--- src/rtl/bfha_queue.sv ---
// Two-entry queue between front and back end.
// No dependencies.
module bfha_queue #(
   parameter int W = 8
) (
   input  logic         clock,
   input  logic         reset,
   input  logic         in_valid,
   output logic         in_ready,
   input  logic [W-1:0] in_data,
   output logic         out_valid,
   input  logic         out_pop,
   output logic [W-1:0] out_data
);

   logic [W-1:0] slot_ff [2];
   logic         wr_ff, rd_ff;
   logic [1:0]   cnt_ff;
   logic         wr, rd;

   assign in_ready  = cnt_ff != 2'd2;
   assign out_valid = cnt_ff != 2'd0;
   assign out_data  = slot_ff[rd_ff];
   assign wr        = in_valid && in_ready;
   assign rd        = out_pop && out_valid;

   always_ff @(posedge clock) begin
      if (reset) begin
         wr_ff  <= 1'b0;
         rd_ff  <= 1'b0;
         cnt_ff <= 2'd0;
      end else begin
         if (wr) wr_ff <= !wr_ff;
         if (rd) rd_ff <= !rd_ff;
         cnt_ff <= cnt_ff + {1'b0, wr} - {1'b0, rd};
      end
   end

   always_ff @(posedge clock) begin
      if (wr) slot_ff[wr_ff] <= in_data;
   end

endmodule

--- config.mk ---
export PLATFORM = sky130hd
export DESIGN_NAME = bfha_queue
export DESIGN_NICKNAME = d
export VERILOG_FILES = /design/src/rtl/bfha_queue.sv
export SDC_FILE = /design/constraint.sdc
export NUM_CORES = 1
export LEC_CHECK = 0
export BUFFER_PORTS_ARGS = -buffer_cell sky130_fd_sc_hd__buf_2
export CORE_MARGIN = 2
export CORE_UTILIZATION = 53
export CTS_CLUSTER_DIAMETER = 40
export DETAILED_ROUTE_END_ITERATION = 7
export PLACE_DENSITY = 0.8
export SETUP_SLACK_MARGIN = 0.05
export SLEW_MARGIN = 0
export SYNTH_ARGS = -nofsm -noshare
export SYNTH_HDL_FRONTEND = slang
export SYNTH_SLANG_ARGS = --single-unit
--- constraint.sdc ---
create_clock -name clock -period 3.8 [get_ports clock]
set_input_delay 0.95 -clock clock [delete_from_list [all_inputs] [get_ports clock]]
set_output_delay 0.95 -clock clock [all_outputs]
set_load 0.01 [all_outputs]
* Word level (Yosys, flattened, before mapping) *
Memory sizes are Yosys's and may differ from the RTL's. A register that Yosys moved wholly into a read port is not among the register bits.
Index checks and enable logic that the tools add are counted.

word-level totals
  memory bits (read-only) = 0
  bits in writable memories = 16
  input port bits = 12
  memories = 1
  latch bits = 0
  register bits after elaboration = 4

cells by class
  div/mod/pow operators = 0
  reductions and logical operators = 5
  multipliers = 0
  $add $sub $neg = 2
  magnitude comparators = 0
  bitwise operators = 0
  eq/ne operators = 1
  shift operators = 0
  muxes and demuxes = 4

memory list
  memory   words  bits a word  read ports  clocked after memory_dff  write ports  line  source
  slot_ff  2      8            1           1                         1            16    logic [W-1:0] slot_ff [2];

operators by type and width
  kind                number
  $mux 1              4
  $add 2x1->2         1
  $logic_and 1x1->1   2
  $logic_not 1->1     2
  $ne 2x2->1 const B  1
  $reduce_bool 2->1   1
  $sub 2x1->2         1

* Longest topological paths before layout *
  word-level depth = 4
  gate-level depth with buffers = 6
  mapped depth without buffers = 6

* Least setup slack after synthesis *
Ideal clock, no wire load.

  path type = input-to-reg
  from = input port out_pop
  to = register cnt_ff[1]
  slack = 1.851 ns
  setup time = 0.124 ns
  data arrival time = 1.825 ns
  data required time = 3.676 ns
  buffers on the path = 0
  stages = 6
  path through = and2b_1 o21ba_2 nor2_1 ha_1 nor4_1 nor3_1

between the ends
  cells in the longest elaborated chain, start to end = 2

RTL lines
  what                  line  source
  start, declared       12    input logic out_pop,
  $logic_and 1x1->1     25    assign rd = out_pop && out_valid;
  $sub 2x1->2           35    cnt_ff <= cnt_ff + {1'b0, wr} - {1'b0, rd};
  end signal, assigned  35
  end, declared         18    logic [1:0] cnt_ff;

No other way between the ends.
A chain may end at the register's enable or synchronous reset.

==> run metrics <==
outcome finished, final reports clean; chip height ~44 um; DRC Markers 0; post-synth top area share 0.577; largest family of logic cells by synthesized area multiplexers; synth unique cells 23; Critical Path Sink out_data[6]; hold crit path type reg2reg; cell row count 14; Synth Area in XOR/XNOR 0.0105; Port Buffers 21; synth warn 0; Final Hold Vio Count 0; io pins 22; Yosys top cell by area edfxtp_1; Clk pin slew, worst setup/hold paths around 0.11 ns; cell with the most instances after synthesis edfxtp_1; gpl congestion 0.689; number of iterations in the first detailed-routing pass 4; R2R Setup Slk 2.28 ns; hold_buf cts 0; Worst Tran Pin Value around 0.39 ns; layout cells sized above 1 0.449; largest net degree at the start of global routing 12; largest cells by area after synthesis edfxtp_1, dfxtp_1, mux2_2, nor2_1, and3_1; initial antenna violation count 0; clk sinks 21; unrepaired setup endpoints after global routing no; final setup vio count 0; Slew Viols, Final 0; WP data required 2.85 ns; most frequent cells after synthesis edfxtp_1, mux2_2, dfxtp_1, nor2_1; Worst-Skew Late Latency 0.29 ns; leakage 0.391 nW; Worst Clk Skew around 0.0036 ns; global route overflow 0; crit-path max FO 8; number of synthesized flops with an enable pin 16; clock buffer depth 2; Total GRT Usage 0.158; Synth Area in Adders 0.0150; Setup CP Type reg2out; Nets 92; reg2reg end cnt_ff[1]$_SDFF_PP0_; CP Capture Type output pin; Initial Utilization 0.559; mux contribution to synthesized area 0.108; total CTS buffers 3; post-synth net total 67; reg-to-reg startpoint cnt_ff[1]$_SDFF_PP0_; H-tree levels 1; Worst EP arrival 1.35 ns; Critical Path Start Type flip-flop; die area 1900 um2; post-synthesis compound-gate area fraction 0.0526; root buf cell clkbuf_4; final core utilization 0.657; post-route ant nets 0; Post-Syn Area between 800 and 900 um2; cell count after synthesis 54; Synth async-reset ratio 0; Slew headroom 0.743; initial DRC count 4; Worst Slack Setup Final 1.50 ns; final std cells w/o fill 94; wire per inst about 13 um; ys flop type edfxtp_1; Final Cycle Share 0.604; worst slack, placed 1.61 ns; post-CTS setup buffers 0; P per Cell Area 551 nW/um2; Synth Register Bits 21; DIE WIDTH 43.6 um; TritonCTS clock tree yes; worst hold margin about 0.52 ns; setup tns final 0 ns; register area share after synthesis 0.698; syn_area_per_cell 15.4 um2; Peak VDD IR approximately 0.00027 V; # Max-Cap Violations 0; Antenna Cells 0; via count 507; post-synthesis simple-gate area fraction 0.105; HPWL Detailed a little under 1000 um; placed instance count 90; global-route wire length before repair 2080 um; f_max ~440 MHz; cts repair resizes 0; Vias/cell 5.39; Syn-to-layout area delta 17.6%; final worst path period need 2.30 ns; Worst R2R Path Depth 6; wirelength, routed around 1300 um; floorplan core area 1490 um2; vias in the first global route 513
critical path: stages (launching register included):
cell,delay [ns]
dfxtp_1,0.54
mux2_2,0.38
buf_2,0.14
layout make-up:
type / count / area (um2)
clock buffers: 4 / 26.3
fillers: 110 / 510
inverters: 1 / 3.75
multi-input cells: 31 / 243
flip-flops and latches: 21 / 581
well taps: 16 / 20.0
repair buffers: 21 / 105
cells in the final DEF, fill, tap and decap left out:
cell type / n
a21oi_1: 1
o21ai_0: 2
inv_1: 1
nor2_1: 4
ha_1: 1
clkbuf_1: 1
nor2b_1: 1
nand2b_1: 1
mux2_2: 8
and3_1: 2
clkbuf_4: 3
o21ba_2: 1
and2b_1: 1
xor2_1: 1
nand3_1: 1
a21bo_2: 1
dfxtp_1: 5
nand3b_1: 1
edfxtp_1: 16
nor4bb_1: 1
or2_2: 1
buf_2: 21
nor3_1: 1
o31a_1: 1
nor4_1: 1
through the flow:
step	power, mW	instance area, um2
floorplan	0.397	832
global placement	0.439	952
detailed placement	0.445	952
CTS	0.544	978
global route	0.572	978
finish	0.539	978
flip-flops by register name (all words and copies together) (netlist names), named ones only:
name     count
wr_ff        1
cnt_ff       2
rd_ff        1
slot_ff     16
power breakdown:
group          total (mW)  internal (mW)  leakage [nW]  switching [mW]
logic               0.134         0.0725         0.185          0.0618
clock network       0.102         0.0407        0.0150          0.0609
registers           0.303          0.280         0.191          0.0229
total               0.539          0.394         0.391           0.146
routing by layer:
layer	track usage	vias up	wire length, um
met5	0	-	0
met3	0.0542	0	73
met1	0.172	240	503
met2	0.265	12	675
li1	-	255	-
met4	0.0909	0	0
cell families after synthesis:
kind of cell               count (synthesis)
DFF                                       21
and+or+nand+nor                           15
muxes                                      8
AOI/OAI and AO/OA                          6
buffers and inverters                      2
xor gates and xnor gates                   1
adders and majority gates                  1
worst min-delay path by stage:
stage | start | end | cells after the start
final | rd_ff$_SDFFE_PP0P_ | flip-flop | 2
after CTS | rd_ff$_SDFFE_PP0P_ | rd_ff$_SDFFE_PP0P_ | 2
after global placement | rd_ff$_SDFFE_PP0P_ | rd_ff$_SDFFE_PP0P_ | 2
after global routing | rd_ff$_SDFFE_PP0P_ | flip-flop | 2
after floorplan | rd_ff$_SDFFE_PP0P_ | flip-flop | 2
after detailed placement | rd_ff$_SDFFE_PP0P_ | rd_ff$_SDFFE_PP0P_ | 2
(Power assumes the default switching activity.)
