--- config.mk ---
export PLATFORM = sky130hd
export DESIGN_NAME = bfha_front
export DESIGN_NICKNAME = d
export VERILOG_FILES = /design/src/rtl/bfha_pkg.sv /design/src/rtl/bfha_front.sv
export SDC_FILE = /design/constraint.sdc
export NUM_CORES = 1
export LEC_CHECK = 0
export BUFFER_PORTS_ARGS = -buffer_cell sky130_fd_sc_hd__buf_2
export CORE_MARGIN = 3
export CORE_UTILIZATION = 30
export CTS_BUF_LIST = sky130_fd_sc_hd__clkbuf_4
export DETAILED_ROUTE_END_ITERATION = 10
export SYNTH_ARGS = -nofsm -noshare
export SYNTH_HDL_FRONTEND = slang
export SYNTH_SLANG_ARGS = --single-unit
--- constraint.sdc ---
create_clock -name clock -period 6.65 [get_ports clock]
set_input_delay 0.665 -clock clock [delete_from_list [all_inputs] [get_ports clock]]
set_output_delay 0.665 -clock clock [all_outputs]
set_load 0.02 [all_outputs]
--- src/rtl/bfha_pkg.sv ---
// Shared types and constants for the best-fit heap allocator.
// No dependencies; used by every module under rtl/ except bfha_queue.
package bfha_pkg;

   localparam int DEF_HEAP_BYTES    = 65536;
   localparam int DEF_MAX_FREE_SEGS = 64;
   localparam int DEF_MIN_SPLIT     = 12;

   localparam int ADDR_W   = 32;
   localparam int SIZE_W   = 32;
   localparam int FREE_W   = 17;
   localparam int STATUS_W = 2;
   localparam int CSR_W    = 32;

   localparam logic [CSR_W-1:0] HEAP_BASE_RST  = 32'h1000_0000;
   localparam logic [CSR_W-1:0] HEAP_LIMIT_RST = 32'h1001_0000;

   typedef enum logic {
      CSR_HEAP_BASE  = 1'b0,
      CSR_HEAP_LIMIT = 1'b1
   } csr_idx_type;

   typedef enum logic [STATUS_W-1:0] {
      STATUS_OK         = 2'd0,
      STATUS_NO_SPACE   = 2'd1,
      STATUS_OUTSIDE    = 2'd2,
      STATUS_TABLE_FULL = 2'd3
   } status_type;

   typedef enum logic [2:0] {
      KIND_NULL    = 3'd0,
      KIND_FREE    = 3'd1,
      KIND_REALLOC = 3'd2,
      KIND_ALLOC   = 3'd3,
      KIND_BAD     = 3'd4
   } kind_type;

   typedef struct packed {
      kind_type kind;
      logic     first;
   } ctl_type;

endpackage

--- src/rtl/bfha_front.sv ---
// Front end: config registers, request intake, region check and size rounding.
// Depends on bfha_pkg.
module bfha_front #(
   parameter int HEAP_BYTES = bfha_pkg::DEF_HEAP_BYTES,
   parameter int OFF_W      = $clog2(HEAP_BYTES + 1),
   parameter int NEED_W     = OFF_W + 1
) (
   input  logic                          clock,
   input  logic                          reset,
   input  logic                          csr_we,
   input  logic                          csr_addr,
   input  logic [bfha_pkg::CSR_W-1:0]    csr_wdata,
   input  logic                          req_tvalid,
   output logic                          req_tready,
   input  logic                          has_block,
   input  logic [bfha_pkg::ADDR_W-1:0]   block_addr,
   input  logic [bfha_pkg::SIZE_W-1:0]   req_size,
   output logic                          push,
   input  logic                          push_ready,
   output bfha_pkg::ctl_type             push_ctl,
   output logic [bfha_pkg::ADDR_W-1:0]   push_addr,
   output logic [OFF_W-1:0]              push_hdr,
   output logic [NEED_W-1:0]             push_need,
   output logic [bfha_pkg::ADDR_W-1:0]   base_latch,
   output logic [OFF_W-1:0]              span_latch
);

   logic [bfha_pkg::CSR_W-1:0]  base_cfg_ff, limit_cfg_ff;
   logic                        init_ff;
   logic [bfha_pkg::ADDR_W-1:0] base_ff;
   logic [OFF_W-1:0]            span_ff;
   logic                        v_ff, has_ff, first_ff;
   logic [bfha_pkg::ADDR_W-1:0] addr_ff;
   logic [bfha_pkg::SIZE_W-1:0] size_ff;

   logic [bfha_pkg::ADDR_W-1:0] diff, off;
   logic [OFF_W-1:0]            span_c;
   logic                        accept, bad;
   logic [bfha_pkg::SIZE_W:0]   rnd;

   assign accept     = req_tvalid && req_tready;
   assign push       = v_ff;
   assign req_tready = !v_ff || push_ready;
   assign base_latch = base_ff;
   assign span_latch = span_ff;

   // span = limit - base, saturated and word aligned
   always_comb begin
      diff = limit_cfg_ff - base_cfg_ff;
      if (limit_cfg_ff <= base_cfg_ff) begin
         span_c = '0;
      end else if (diff > bfha_pkg::ADDR_W'(HEAP_BYTES)) begin
         span_c = OFF_W'(HEAP_BYTES);
      end else begin
         span_c = diff[OFF_W-1:0];
      end
      span_c[1:0] = 2'b00;
   end

   always_comb begin
      off = addr_ff - base_ff;
      bad = (addr_ff < base_ff) || (off >= bfha_pkg::ADDR_W'(span_ff)) ||
            (off < bfha_pkg::ADDR_W'(4)) || (off[1:0] != 2'b00);
      rnd = {1'b0, size_ff} + (bfha_pkg::SIZE_W+1)'(7);
      if (size_ff > bfha_pkg::SIZE_W'(HEAP_BYTES)) begin
         push_need = NEED_W'(HEAP_BYTES + 4);
      end else begin
         push_need = {rnd[NEED_W-1:2], 2'b00};
      end
      push_hdr  = off[OFF_W-1:0] - OFF_W'(4);
      push_addr = addr_ff;
      push_ctl.first = first_ff;
      if (size_ff == '0) begin
         push_ctl.kind = !has_ff ? bfha_pkg::KIND_NULL :
                         (bad ? bfha_pkg::KIND_BAD : bfha_pkg::KIND_FREE);
      end else begin
         push_ctl.kind = !has_ff ? bfha_pkg::KIND_ALLOC :
                         (bad ? bfha_pkg::KIND_BAD : bfha_pkg::KIND_REALLOC);
      end
   end

   always_ff @(posedge clock) begin
      if (reset) begin
         base_cfg_ff  <= bfha_pkg::HEAP_BASE_RST;
         limit_cfg_ff <= bfha_pkg::HEAP_LIMIT_RST;
         init_ff      <= 1'b0;
         v_ff         <= 1'b0;
      end else begin
         if (csr_we && csr_addr == bfha_pkg::CSR_HEAP_BASE) base_cfg_ff <= csr_wdata;
         if (csr_we && csr_addr == bfha_pkg::CSR_HEAP_LIMIT) limit_cfg_ff <= csr_wdata;
         if (accept) begin
            v_ff <= 1'b1;
            if (!init_ff) init_ff <= 1'b1;
         end else if (push_ready) begin
            v_ff <= 1'b0;
         end
      end
   end

   always_ff @(posedge clock) begin
      if (accept) begin
         has_ff   <= has_block;
         addr_ff  <= block_addr;
         size_ff  <= req_size;
         first_ff <= !init_ff;
         if (!init_ff) begin
            base_ff <= base_cfg_ff;
            span_ff <= span_c;
         end
      end
   end

endmodule

Word-level counts from Yosys, hierarchy flattened --
Index checks and enable logic that the tools add are counted.
Word-level totals: logic and storage cells 46, register bits 179, bits of input ports 103
Cells by class: $lt $le $gt $ge 6, multiplexer cells 9, add/sub/neg operators 4, bitwise operators 2, reduce and logical (&&, ||, !) cells 14
Operator list (count):
- 32-bit by 17-bit > comparator with 1-bit output, second input constant | 2
- 32-bit subtractor | 2
- 32-bit by 17-bit greater-or-equal comparator with 1-bit output | 1
- 32-bit less-or-equal comparator | 1
- 32-bit zero test | 1
- 32-bit by 3-bit < comparator with 1-bit output, second input constant | 1
- 32-bit < comparator | 1
- 18-bit by 3-bit adder with 18-bit output, second input constant | 1
- 18-bit 2-to-1 mux | 1
- 17-bit 2-to-1 mux | 1
- 17-bit by 3-bit subtractor with 17-bit output, second input constant | 1
- 3-bit 2-to-1 mux | 5
- 1-bit logical OR | 4
- 2-bit nonzero test | 2
- 1-bit logical AND | 3
- 1-bit zero test | 2
- 1-bit 2-to-1 mux | 2
- 1-bit inverter | 2
- 2-bit AND reduction | 1
- 2-bit OR reduction | 1

Depth between registers and ports, before layout --
Gate-level depths: netlist of run 1.
depth after elaboration 8, gate-level depth with buffers 18, mapped depth without buffers 18

Least setup slack after synthesis of run 1 --
OpenSTA, ideal clock, no wires.
path kind reg-to-output, start register addr_ff, in the netlist push_addr[10], end output push_ctl[2] (netlist name), path buffers 1, arrival 3.866 ns, data required time 5.985 ns, stages on the path, launching flop included 18, slack 2.119 ns, cells stage by stage edfxtp_1 -> ha_1 -> clkbuf_1 -> nand4_1 -> nor3_1 -> a21boi_1 -> or2_0 -> xor2_1 -> ha_1 -> a21o_1 -> a21oi_1 -> nor2b_1 -> o21ai_0 -> o2111ai_1 -> nand4b_1 -> nor4_1 -> nand4b_1 -> a21oi_1
RTL lines:
- from (decl) | RTL line bfha_front.sv:33 | logic [bfha_pkg::ADDR_W-1:0] addr_ff;
- from (signal assigned) | RTL line bfha_front.sv:103 | addr_ff <= block_addr;
- to (decl) | RTL line bfha_front.sv:20 | output bfha_pkg::ctl_type push_ctl,

==> run_results.csv, run 1 <==
group,metric,value,unit
hold_path,whs_path_depth,1,
cts,htreeDepth,4,
layout,drive_gt1_share,20.6,%
placed_design,io_buffers,219,
critical_path,critPathKind,"register to output pin",
layout,finalNonFillerCells,1991,
global_routing,grt_max_degree,67,
job,max_cap_viol_count,0,
power_and_ir_drop,p_leak,5.49,nW
yosys,yosys-top-cells-count,"202 x nand2_1, 136 x a21oi_1, 113 x edfxtp_1, 108 x inv_1, 80 x ha_1",
yosys,yosysSeqAreaShare,41.1,%
cts,clock-root-buffer,"clkbuf_4",
cts,cts_setup_buffers,0,
cts,insertion_delay,650,ps
floorplanning,io_pins,225,
floorplanning,fp.dieW,202,um
sta,slew_violations,0,
drt,wl_met1,15200,um
global_routing,antenna_found_initial,1,
yosys,synth_area,11500,um^2
yosys,synth_edf_count,113,
sta,setup_viol,0,
global_routing,grt_pass1_wl,55700,um
yosys,synth_top_cell_by_area,"edfxtp_1",
cts,cts_hold_buffers,0,
yosys,yosysUniqueCellTypes,93,
critical_path,cp-start-kind,"register",
cts,clock_sinks,179,
sta,tightest_slew,948,ps
floorplanning,rows,71,
placed_design,dp_hpwl,28700,um
critical_path,crit_fanout,11,
drt,wl_per_cell,18.2,um
sta,period_minus_slack,5890,ps
drt,dr_total_vias,10200,
global_routing,first_global_vias,9805,
drt,drcViolationCount,0,
hold_path,hold_path_class,"primary input to register",
cts,clkTransAtPathRegs,190,ps
cts,cts_buffer_depth,2,
cts,cts_tree,"done",
yosys,synth_most_common_cell,"nand2_1",
power_and_ir_drop,ir_drop,103,uV
drt,met3WireLength,1730,um
yosys,yosys-top-cells-area,"edfxtp_1 30%, dfxtp_1 12%, ha_1 8.7%, nand2_1 6.6%, a21oi_1 5.9%",
critical_path,cp_slowest_cell,"ha_1",
drt,wl,36300,um
placed_design,routabilityCongestion,0.947,
sta,rsz0062_at_grt,"no",
floorplanning,die_h,202,um
critical_path,cp-end-kind,"output pin",
critical_path,max_stage_delay,530,ps
critical_path,cp_cell_sequence,"ha_1 > nand4_1 > nor3_1 > a21boi_1 > or2_0 > xor2_1 > ha_1 > a21o_1 > a21oi_1 > nor2b_1 > o21ai_0 > o2111ai_1 > nand4b_1 > nor4_1 > nand4b_1 > a21oi_1 > buf_2",
yosys,synthArstFlopShare,0,%
placed_design,dp.cells,1958,
yosys,ys_warn_count,0,
critical_path,crit_required,5980,ps
critical_path,r2r_cells,11,
sta,fmax,0.170,GHz
drt,drt-pass1-iter-count,5,
yosys,ys.flop_type,"edfxtp_1",
layout,syn2layout_area_growth,15.9,%
yosys,ys_ff_latch,179,
sta,skew,28.7,ps
drt,drtIter0Drc,809,
layout,finalNetCount,1651,
layout,nFillCells,3945,
drt,ant_nets,0,
outcome,status,"completed",
layout,seq_area,4710,um^2
cts,cts_buffers,17,
floorplanning,initial_core_util,30.5,%
critical_path,cp.depth,17,
global_routing,grtUsageTotal,17.4,%
drt,route.met2.wl,18300,um
drt,top_layer,"met4",
power_and_ir_drop,powerDensity,223,nW/um^2
sta,post-route-period-util,88.6,%
sta,hold_viol,0,
yosys,syn_avg_cell_area,9.00,um^2
layout,multi_input_area,6120,um^2
drt,viasPerCell,5.12,
sta,fin_setup_tns,0,ps
critical_path,crit_arrival,5230,ps
sta,relSlewSlack,36.7,%
cts,post_cts_resized,0,
yosys,syn-instance-count,1276,
critical_path,path_delay_family,"simple AND/OR/NAND/NOR gates",
critical_path,path_buf_inv,1,
yosys,synth_top_area_share,29.6,%
global_routing,globalRouteOverflowTotal,0,
floorplanning,core_area,37700,um^2
floorplanning,dieArea,40700,um^2
[power by group]
| part | switching (mW) | internal, mW | leakage, nW |
|---|---|---|---|
| sequential | 0.0423 | 1.25 | 1.64 |
| clock | 0.465 | 0.179 | 0.159 |
| combinational | 0.660 | 0.370 | 3.69 |
[layout by cell type (no fill, tap or decap), types with 8 or more instances in the layout]
cell type / instances
o211ai_1: 9
a211oi_1: 10
xnor2_1: 34
and2_1: 10
nor2b_1: 8
nand4_1: 23
nor3_1: 26
buf_2: 219
o21ai_1: 9
nor2_1: 69
edfxtp_1: 113
nand2_1: 202
clkbuf_4: 18
inv_1: 107
o21ai_0: 39
ha_1: 80
nor4_1: 13
dfxtp_1: 66
a21o_1: 19
xor2_1: 30
a21oi_1: 136
o21a_1: 15
nand3_1: 19
and3_1: 13
[layer usage]
layer	vias up	global-route usage, %
met3	51	3.25
met1	4866	21.2
met5	-	0
met4	0	6.33
li1	4967	-
met2	315	30.7
[registers in the layout (all words and copies together) (netlist names)]
signal and cells:
base_latch 32, first_ff 1, init_ff 1, push_addr 32, size_ff 32, push 1, span_latch 15, base_cfg_ff 32
limit_cfg_ff 32, has_ff 1
[path summary, 6_finish.rpt]
path | from | end | slack [ps]
worst min-delay path | block_addr[2] | push_addr[2] | 170
worst min register to register | base_cfg_ff[28] | base_latch[28] | 450
worst max-delay path | push_addr[8] | push_ctl[2] | 760
worst max register to register | base_cfg_ff[6] | span_latch[14] | 2730
[logic make-up (layout without fill, tap and decap cells)]
family                   after synthesis  in the layout  share of synthesized area (%)
buffers and inverters                165            364                           5.95
multiplexers                           5              5                          0.436
other                                  1              6                         0.0327
AND/OR/NAND/NOR                      451            451                           19.4
XOR/XNOR                              64             64                           4.88
adder cells (fa/ha/maj)               82             82                           9.07
AO/OA/AOI/OAI                        329            329                           19.2
flip-flops                           179            179                           41.1
[worst register-to-register path: cells and delay by family (launching register included)]
kind | cells | cell delay, ps
AO/OA/AOI/OAI | 5 | 1320
XOR/XNOR | 1 | 200
adder cells (fa/ha/maj) | 1 | 410
buffers and inverters | 1 | 70
flip-flops | 1 | 480
AND/OR/NAND/NOR | 3 | 1220
[final cells by class]
| type | instances | area share [%] |
|---|---|---|
| inverters | 108 | 3.05 |
| clock buffers | 18 | 1.02 |
| multi-input cells | 936 | 46.0 |
| well taps | 511 | 4.80 |
| diodes | 1 | 0.0188 |
| flip-flops and latches | 179 | 35.4 |
| clock inverters | 14 | 1.20 |
| repair buffers | 224 | 8.52 |
[stage by stage]
| stage | util (%) | total power, mW | instance area (um^2) | setup slack, ps | hold slack [ps] |
|---|---|---|---|---|---|
| after global routing | 35.3 | 3.13 | 13300 | 251 | 107 |
| after floorplan | - | 2.04 | 11500 | 2120 | 408 |
| final | 35.3 | 2.97 | 13300 | 759 | 167 |
| after CTS | 35.3 | 2.98 | 13300 | 819 | 113 |
| after detailed placement | 34.5 | 2.34 | 13000 | 1610 | 429 |
| after global placement | 34.5 | 2.33 | 13000 | 1680 | 423 |
(Power assumes the default switching activity.)
==> inputs of run 2 (changes only) <==
--- a/config.mk
+++ b/config.mk
@@ -7,9 +7,10 @@
 export LEC_CHECK = 0
 export BUFFER_PORTS_ARGS = -buffer_cell sky130_fd_sc_hd__buf_2
 export CORE_MARGIN = 3
-export CORE_UTILIZATION = 30
+export CORE_UTILIZATION = 50
 export CTS_BUF_LIST = sky130_fd_sc_hd__clkbuf_4
 export DETAILED_ROUTE_END_ITERATION = 10
+export PLACE_DENSITY = 0.73
 export SYNTH_ARGS = -nofsm -noshare
 export SYNTH_HDL_FRONTEND = slang
 export SYNTH_SLANG_ARGS = --single-unit
==> run 2 against run 1 <==
Effect of this change:
- global-route usage increased by 8.9 points
- first-iteration DRC count rose by 5.3%
- register-to-register slack better by 160 ps
- combinational power barely moved
- non-clock buffer count up 1
- worst hold slack improved by 62 ps
- clock power fell by 3.9%
- cell count is 12% lower
- worst setup slack better by 190 ps
- utilization up 23 points
- flip-flop and latch count did not move
==> run_results.csv, run 2 (same netlist as run 1, synthesis figures left out) <==
group,metric,value,unit
outcome,status,"completed",
sta,slew_violations,0,
cts,clkTransAtPathRegs,170,ps
placed_design,io_buffers,219,
layout,nFillCells,2039,
layout,multi_input_area,6110,um^2
floorplanning,rows,54,
global_routing,antenna_found_initial,1,
critical_path,critPathKind,"register to output pin",
layout,finalNetCount,1652,
power_and_ir_drop,powerDensity,225,nW/um^2
floorplanning,core_area,22200,um^2
global_routing,grt_max_degree,67,
sta,skew,29.3,ps
drt,ant_nets,0,
sta,fmax,0.175,GHz
sta,period_minus_slack,5700,ps
sta,setup_slack,951,ps
cts,cts_hold_buffers,0,
job,max_cap_viol_count,0,
critical_path,r2r_cells,12,
placed_design,post-place-ws,1700,ps
cts,htreeDepth,4,
layout,seq_area,4710,um^2
power_and_ir_drop,p_leak,5.49,nW
placed_design,dp.cells,1728,
power_and_ir_drop,share_comb_of_total_power,34.7,%
sta,post-route-period-util,85.7,%
critical_path,crit_required,5980,ps
critical_path,cp_cell_sequence,"ha_1 > nand4_1 > nor3_1 > a21boi_1 > or2_0 > xor2_1 > ha_1 > a21o_1 > a21oi_1 > nor2b_1 > o21ai_0 > o2111ai_1 > nand4b_1 > nor4_1 > nand4b_1 > and2_1 > buf_2",
cts,post_cts_resized,0,
cts,cts_buffers,17,
critical_path,crit_fanout,11,
sta,hold_viol,0,
power_and_ir_drop,ir_drop,119,uV
placed_design,routabilityCongestion,0.947,
sta,relSlewSlack,19.6,%
layout,drive_gt1_share,20.5,%
critical_path,setup.worst_path.start,"push_addr[8]",
cts,clock_sinks,179,
global_routing,grtUsageTotal,26.3,%
critical_path,cp-start-kind,"register",
drt,viasPerCell,5.81,
hold_path,hold_path_class,"primary input to register",
critical_path,cp-end-kind,"output pin",
power_and_ir_drop,pwr-share-clk,21.1,%
floorplanning,fp.dieW,158,um
hold_path,whs_path_depth,1,
drt,drt-pass1-iter-count,6,
hold_path,min_from,"block_addr[30]",
layout,layout_commonest_cell,"buf_2",
layout,layout_common_cells,"219 x buf_2, 202 x nand2_1, 136 x a21oi_1",
power_and_ir_drop,swShare,38.8,%
critical_path,crit_arrival,5030,ps
sta,setup_viol,0,
floorplanning,io_pins,225,
sta,tightest_slew,1200,ps
sta,hold_ws,229,ps
sta,rsz0062_at_grt,"no",
floorplanning,dieArea,24800,um^2
critical_path,max_stage_delay,530,ps
layout,syn2layout_area_growth,13.3,%
cts,cts_buffer_depth,2,
drt,drcViolationCount,0,
power_and_ir_drop,internal-power,1.79,mW
drt,drtIter0Drc,852,
sta,fin_setup_tns,0,ps
global_routing,grt_pass1_wl,51400,um
placed_design,dp_hpwl,26500,um
drt,wl,33500,um
floorplanning,initial_core_util,51.8,%
global_routing,first_global_vias,9639,
critical_path,r2r_slack,2890,ps
layout,finalNonFillerCells,1761,
critical_path,timing.rr.end,"span_latch[4]",
critical_path,cp_slowest_cell,"ha_1",
cts,cts_setup_buffers,0,
drt,wl_per_cell,19.0,um
global_routing,globalRouteOverflowTotal,0,
power_and_ir_drop,switching_power,1.13,mW
cts,clock-root-buffer,"clkbuf_4",
cts,cts_tree,"done",
cts,insertion_delay,600,ps
drt,dr_total_vias,10200,
power_and_ir_drop,power_frac_seq,44.1,%
floorplanning,die_h,158,um
critical_path,crit_path_end,"push_ctl[3]",
critical_path,rr_startpoint,"base_cfg_ff[0]",
run 2: changes by cell type in the layout (fill, tap and decap cells not counted), sizes merged:
cell,delta
inv,-1
clkinv,+2
buf,+1
clkbuf,-1
run 2: layer usage:
metal	part of all wire (%)	vias to the layer above	global-route usage, %
met2	50	397	46.2
met5	0	-	0
met3	5.7	48	4.34
met4	2.3	0	6.98
met1	42	4838	33.7
li1	-	4956	-
run 2: worst min-delay path by stage:
stage | endpoint
final | push_addr[30]
after global routing | size_ff[26]
after CTS | size_ff[21]
after detailed placement | limit_cfg_ff[27]
after global placement | base_latch[21]
after floorplan | base_latch[28]
run 2: layout make-up:
type                       count  share of cell area [%]
sequential                   179                    36.2
antenna                        1                  0.0192
inverter                     108                    3.12
multi-input combinational    936                    47.0
tap                          280                    2.69
clock inverter                15                    1.23
clock buffer                  17                   0.981
timing repair buffer         225                    8.77
run 2: power by group through the flow:
| stage | Clock [mW] | Combinational (mW) | Sequential (mW) |
|---|---|---|---|
| floorplan | 0 | 0.696 | 1.34 |
| global placement | 0 | 0.994 | 1.31 |
| detailed placement | 0 | 1.00 | 1.32 |
| CTS | 0.638 | 1.01 | 1.29 |
| global route | 0.678 | 1.12 | 1.30 |
| finish | 0.619 | 1.02 | 1.29 |
run 2: worst max-delay path: cells and delay by family, from the launching register on:
| family | cells | cell delay (ps) |
|---|---|---|
| flops | 1 | 430 |
| compound gates | 5 | 860 |
| fa+ha+maj | 2 | 850 |
| buf+inv | 1 | 150 |
| simple gates | 8 | 1840 |
| xor+xnor | 1 | 340 |
run 2: through the flow:
step	instance area [um^2]	util, %	power [mW]
CTS	13000	58.7	2.94
global route	13000	58.7	3.09
floorplan	11500	-	2.04
finish	13000	58.7	2.93
detailed placement	12700	57.4	2.32
global placement	12700	57.4	2.31
==> inputs of run 3 (changes only) <==
--- a/config.mk
+++ b/config.mk
@@ -6,11 +6,13 @@
 export NUM_CORES = 1
 export LEC_CHECK = 0
 export BUFFER_PORTS_ARGS = -buffer_cell sky130_fd_sc_hd__buf_2
+export CELL_PAD_IN_SITES_DETAIL_PLACEMENT = 1
+export CELL_PAD_IN_SITES_GLOBAL_PLACEMENT = 2
 export CORE_MARGIN = 3
-export CORE_UTILIZATION = 50
+export CORE_UTILIZATION = 35
 export CTS_BUF_LIST = sky130_fd_sc_hd__clkbuf_4
 export DETAILED_ROUTE_END_ITERATION = 10
-export PLACE_DENSITY = 0.73
+export PLACE_DENSITY_LB_ADDON = 0.1
 export SYNTH_ARGS = -nofsm -noshare
 export SYNTH_HDL_FRONTEND = slang
 export SYNTH_SLANG_ARGS = --single-unit
==> constraint.sdc (replaced) <==
create_clock -name clock -period 5.6 [get_ports clock]
set_input_delay 0.56 -clock clock [delete_from_list [all_inputs] [get_ports clock]]
set_output_delay 0.56 -clock clock [all_outputs]
set_load 0.02 [all_outputs]
==> run 3 against run 2 <==
Effect of this change:
- sequential power grew 19%
- cell count grew 9.0%
- design area grew 2.5%
- clock-buffer cell count grew 1
- critical path type unchanged
- via count shrank 0.95%
- worst setup slack lost 700 ps
==> run_results.csv, run 3 (same netlist as run 1, synthesis figures left out) <==
group,metric,value,unit
cts,clkTransAtPathRegs,180,ps
sta,post-route-period-util,95.5,%
cts,clock-root-buffer,"clkbuf_4",
global_routing,use_met2,38.3,%
cts,insertion_delay,640,ps
critical_path,cp-start-kind,"register",
sta,skew,30.8,ps
cts,cts_buffer_depth,2,
drt,wl_per_cell,20.6,um
hold_path,hold_path_class,"primary input to register",
sta,relSlewSlack,39.6,%
drt,wl,39500,um
power_and_ir_drop,ir_drop,170,uV
layout,syn2layout_area_growth,16.2,%
floorplanning,dieArea,35000,um^2
drt,drcViolationCount,0,
global_routing,grt_max_degree,67,
global_routing,globalRouteOverflowTotal,0,
sta,setup_viol,0,
critical_path,cp_slowest_cell,"edfxtp_1",
drt,dr_total_vias,10100,
global_routing,grtUsageTotal,22.3,%
floorplanning,fp.dieW,187,um
placed_design,io_buffers,219,
sta,fmax,0.187,GHz
global_routing,first_global_vias,10300,
layout,layout_common_cells,"219 x buf_2, 202 x nand2_1, 135 x a21oi_1",
cts,clock_sinks,179,
cts,htreeDepth,4,
critical_path,cp-end-kind,"output pin",
drt,viasPerCell,5.29,
power_and_ir_drop,total_power,3.64,mW
floorplanning,die_h,187,um
floorplanning,io_pins,225,
global_routing,grt_pass1_wl,60800,um
global_routing,antenna_found_initial,1,
floorplanning,core_area,32000,um^2
global_routing,use_met1,29.5,%
critical_path,cp_cell_sequence,"ha_1 > fa_1 > nand2b_4 > a21o_1 > a21o_4 > o2111ai_2 > xor2_1 > ha_1 > a21oi_1 > nor2b_1 > o21ai_0 > o2111ai_1 > nand4b_1 > nor4_2 > nand4b_1 > a21oi_1 > buf_2",
power_and_ir_drop,powerDensity,273,nW/um^2
sta,slew_violations,0,
cts,cts_tree,"done",
critical_path,critPathKind,"register to output pin",
sta,hold_viol,0,
outcome,status,"completed",
layout,nFillCells,3838,
placed_design,dp_hpwl,31500,um
power_and_ir_drop,p_leak,5.52,nW
placed_design,routabilityCongestion,0.865,
cts,cts_hold_buffers,0,
floorplanning,initial_core_util,35.9,%
cts,cts_buffers,17,
drt,ant_nets,0,
global_routing,met3_usage,2.72,%
global_routing,grt.busiest_layer,"met2",
placed_design,dpl_cell_area,12900,um^2
sta,period_minus_slack,5350,ps
critical_path,path_buf_inv,1,
floorplanning,rows,65,
critical_path,path_delay_family,"compound AO/OA/AOI/OAI gates",
critical_path,crit_fanout,4,
sta,tightest_slew,883,ps
layout,layout_commonest_cell,"buf_2",
layout,drive_gt1_share,21.6,%
hold_path,min_from,"block_addr[25]",
layout,multi_input_area,6200,um^2
job,max_cap_viol_count,0,
critical_path,max_stage_delay,420,ps
drt,drt-pass1-iter-count,5,
critical_path,rr_startpoint,"base_cfg_ff[9]",
critical_path,crit_arrival,4790,ps
layout,design_area,13300,um^2
layout,seq_area,4710,um^2
critical_path,crit_required,5040,ps
layout,finalNetCount,1655,
critical_path,setup.worst_path.start,"base_latch[0]",
drt,drtIter0Drc,565,
-- run 3: cell types whose count changed in the layout (fill, tap and decap cells not counted), sizes merged --
cell,before,now
buf,225,228
clkinv,8,6
clkbuf,17,18
inv,115,113
bufinv,0,3
-- run 3: layout make-up --
type	instances	area share [%]
inverter	108	3.04
sequential	179	35.4
timing repair buffer	228	8.73
clock buffer	18	1.01
multi-input combinational	936	46.5
tap	435	4.08
clock inverter	14	1.30
antenna	1	0.0188
-- run 3: repair_timing --
action                                  4_1_cts  5_1_grt
setup buffers                                 0        3
resized for setup                             4       12
pin swaps                                     0        5
endpoints found under the setup margin        3        3
-- run 3: metrics by stage --
stage	TNS [ps]	worst slack, ps	util (%)	hold slack (ps)	cells
after CTS	0	33.6	41.4	15.2	1915
after detailed placement	0	639	40.4	442	1883
after global routing	-9.91	-8.02	41.7	22.8	1919
final	0	251	41.7	73.9	1919
after floorplan	0	1170	-	408	1280
after global placement	0	780	40.4	420	1883
-- run 3: worst paths after layout --
check	slack, ps	cells past startpoint	endpoint
hold reg to reg	470	0	base_latch[28]
hold / removal	70	1	push_addr[25]
setup reg to reg	1740	11	span_latch[15]
setup / recovery	250	17	push_ctl[2]
-- run 3: power by group --
group          total (mW)  leakage, nW  internal (mW)  switching (mW)
sequential           1.54         1.64           1.48          0.0540
clock               0.844        0.166          0.322           0.522
combinational        1.26         3.72          0.451           0.808
total                3.64         5.52           2.26            1.38
-- run 3: worst reg2reg max path: cells and delay by family (launching register included) --
kind / cells / cell delay [ps]
AO/OA/AOI/OAI: 3 / 730
XOR/XNOR: 1 / 170
adder cells (fa/ha/maj): 1 / 440
buffers and inverters: 1 / 80
flip-flops: 1 / 570
AND/OR/NAND/NOR: 5 / 1650
-- run 3: layer usage --
metal  wire length (um)  up-vias
met5                  0        -
met4                776        0
met3               1110       33
met2              19400      187
met1              18300     4969
li1                   -     4953
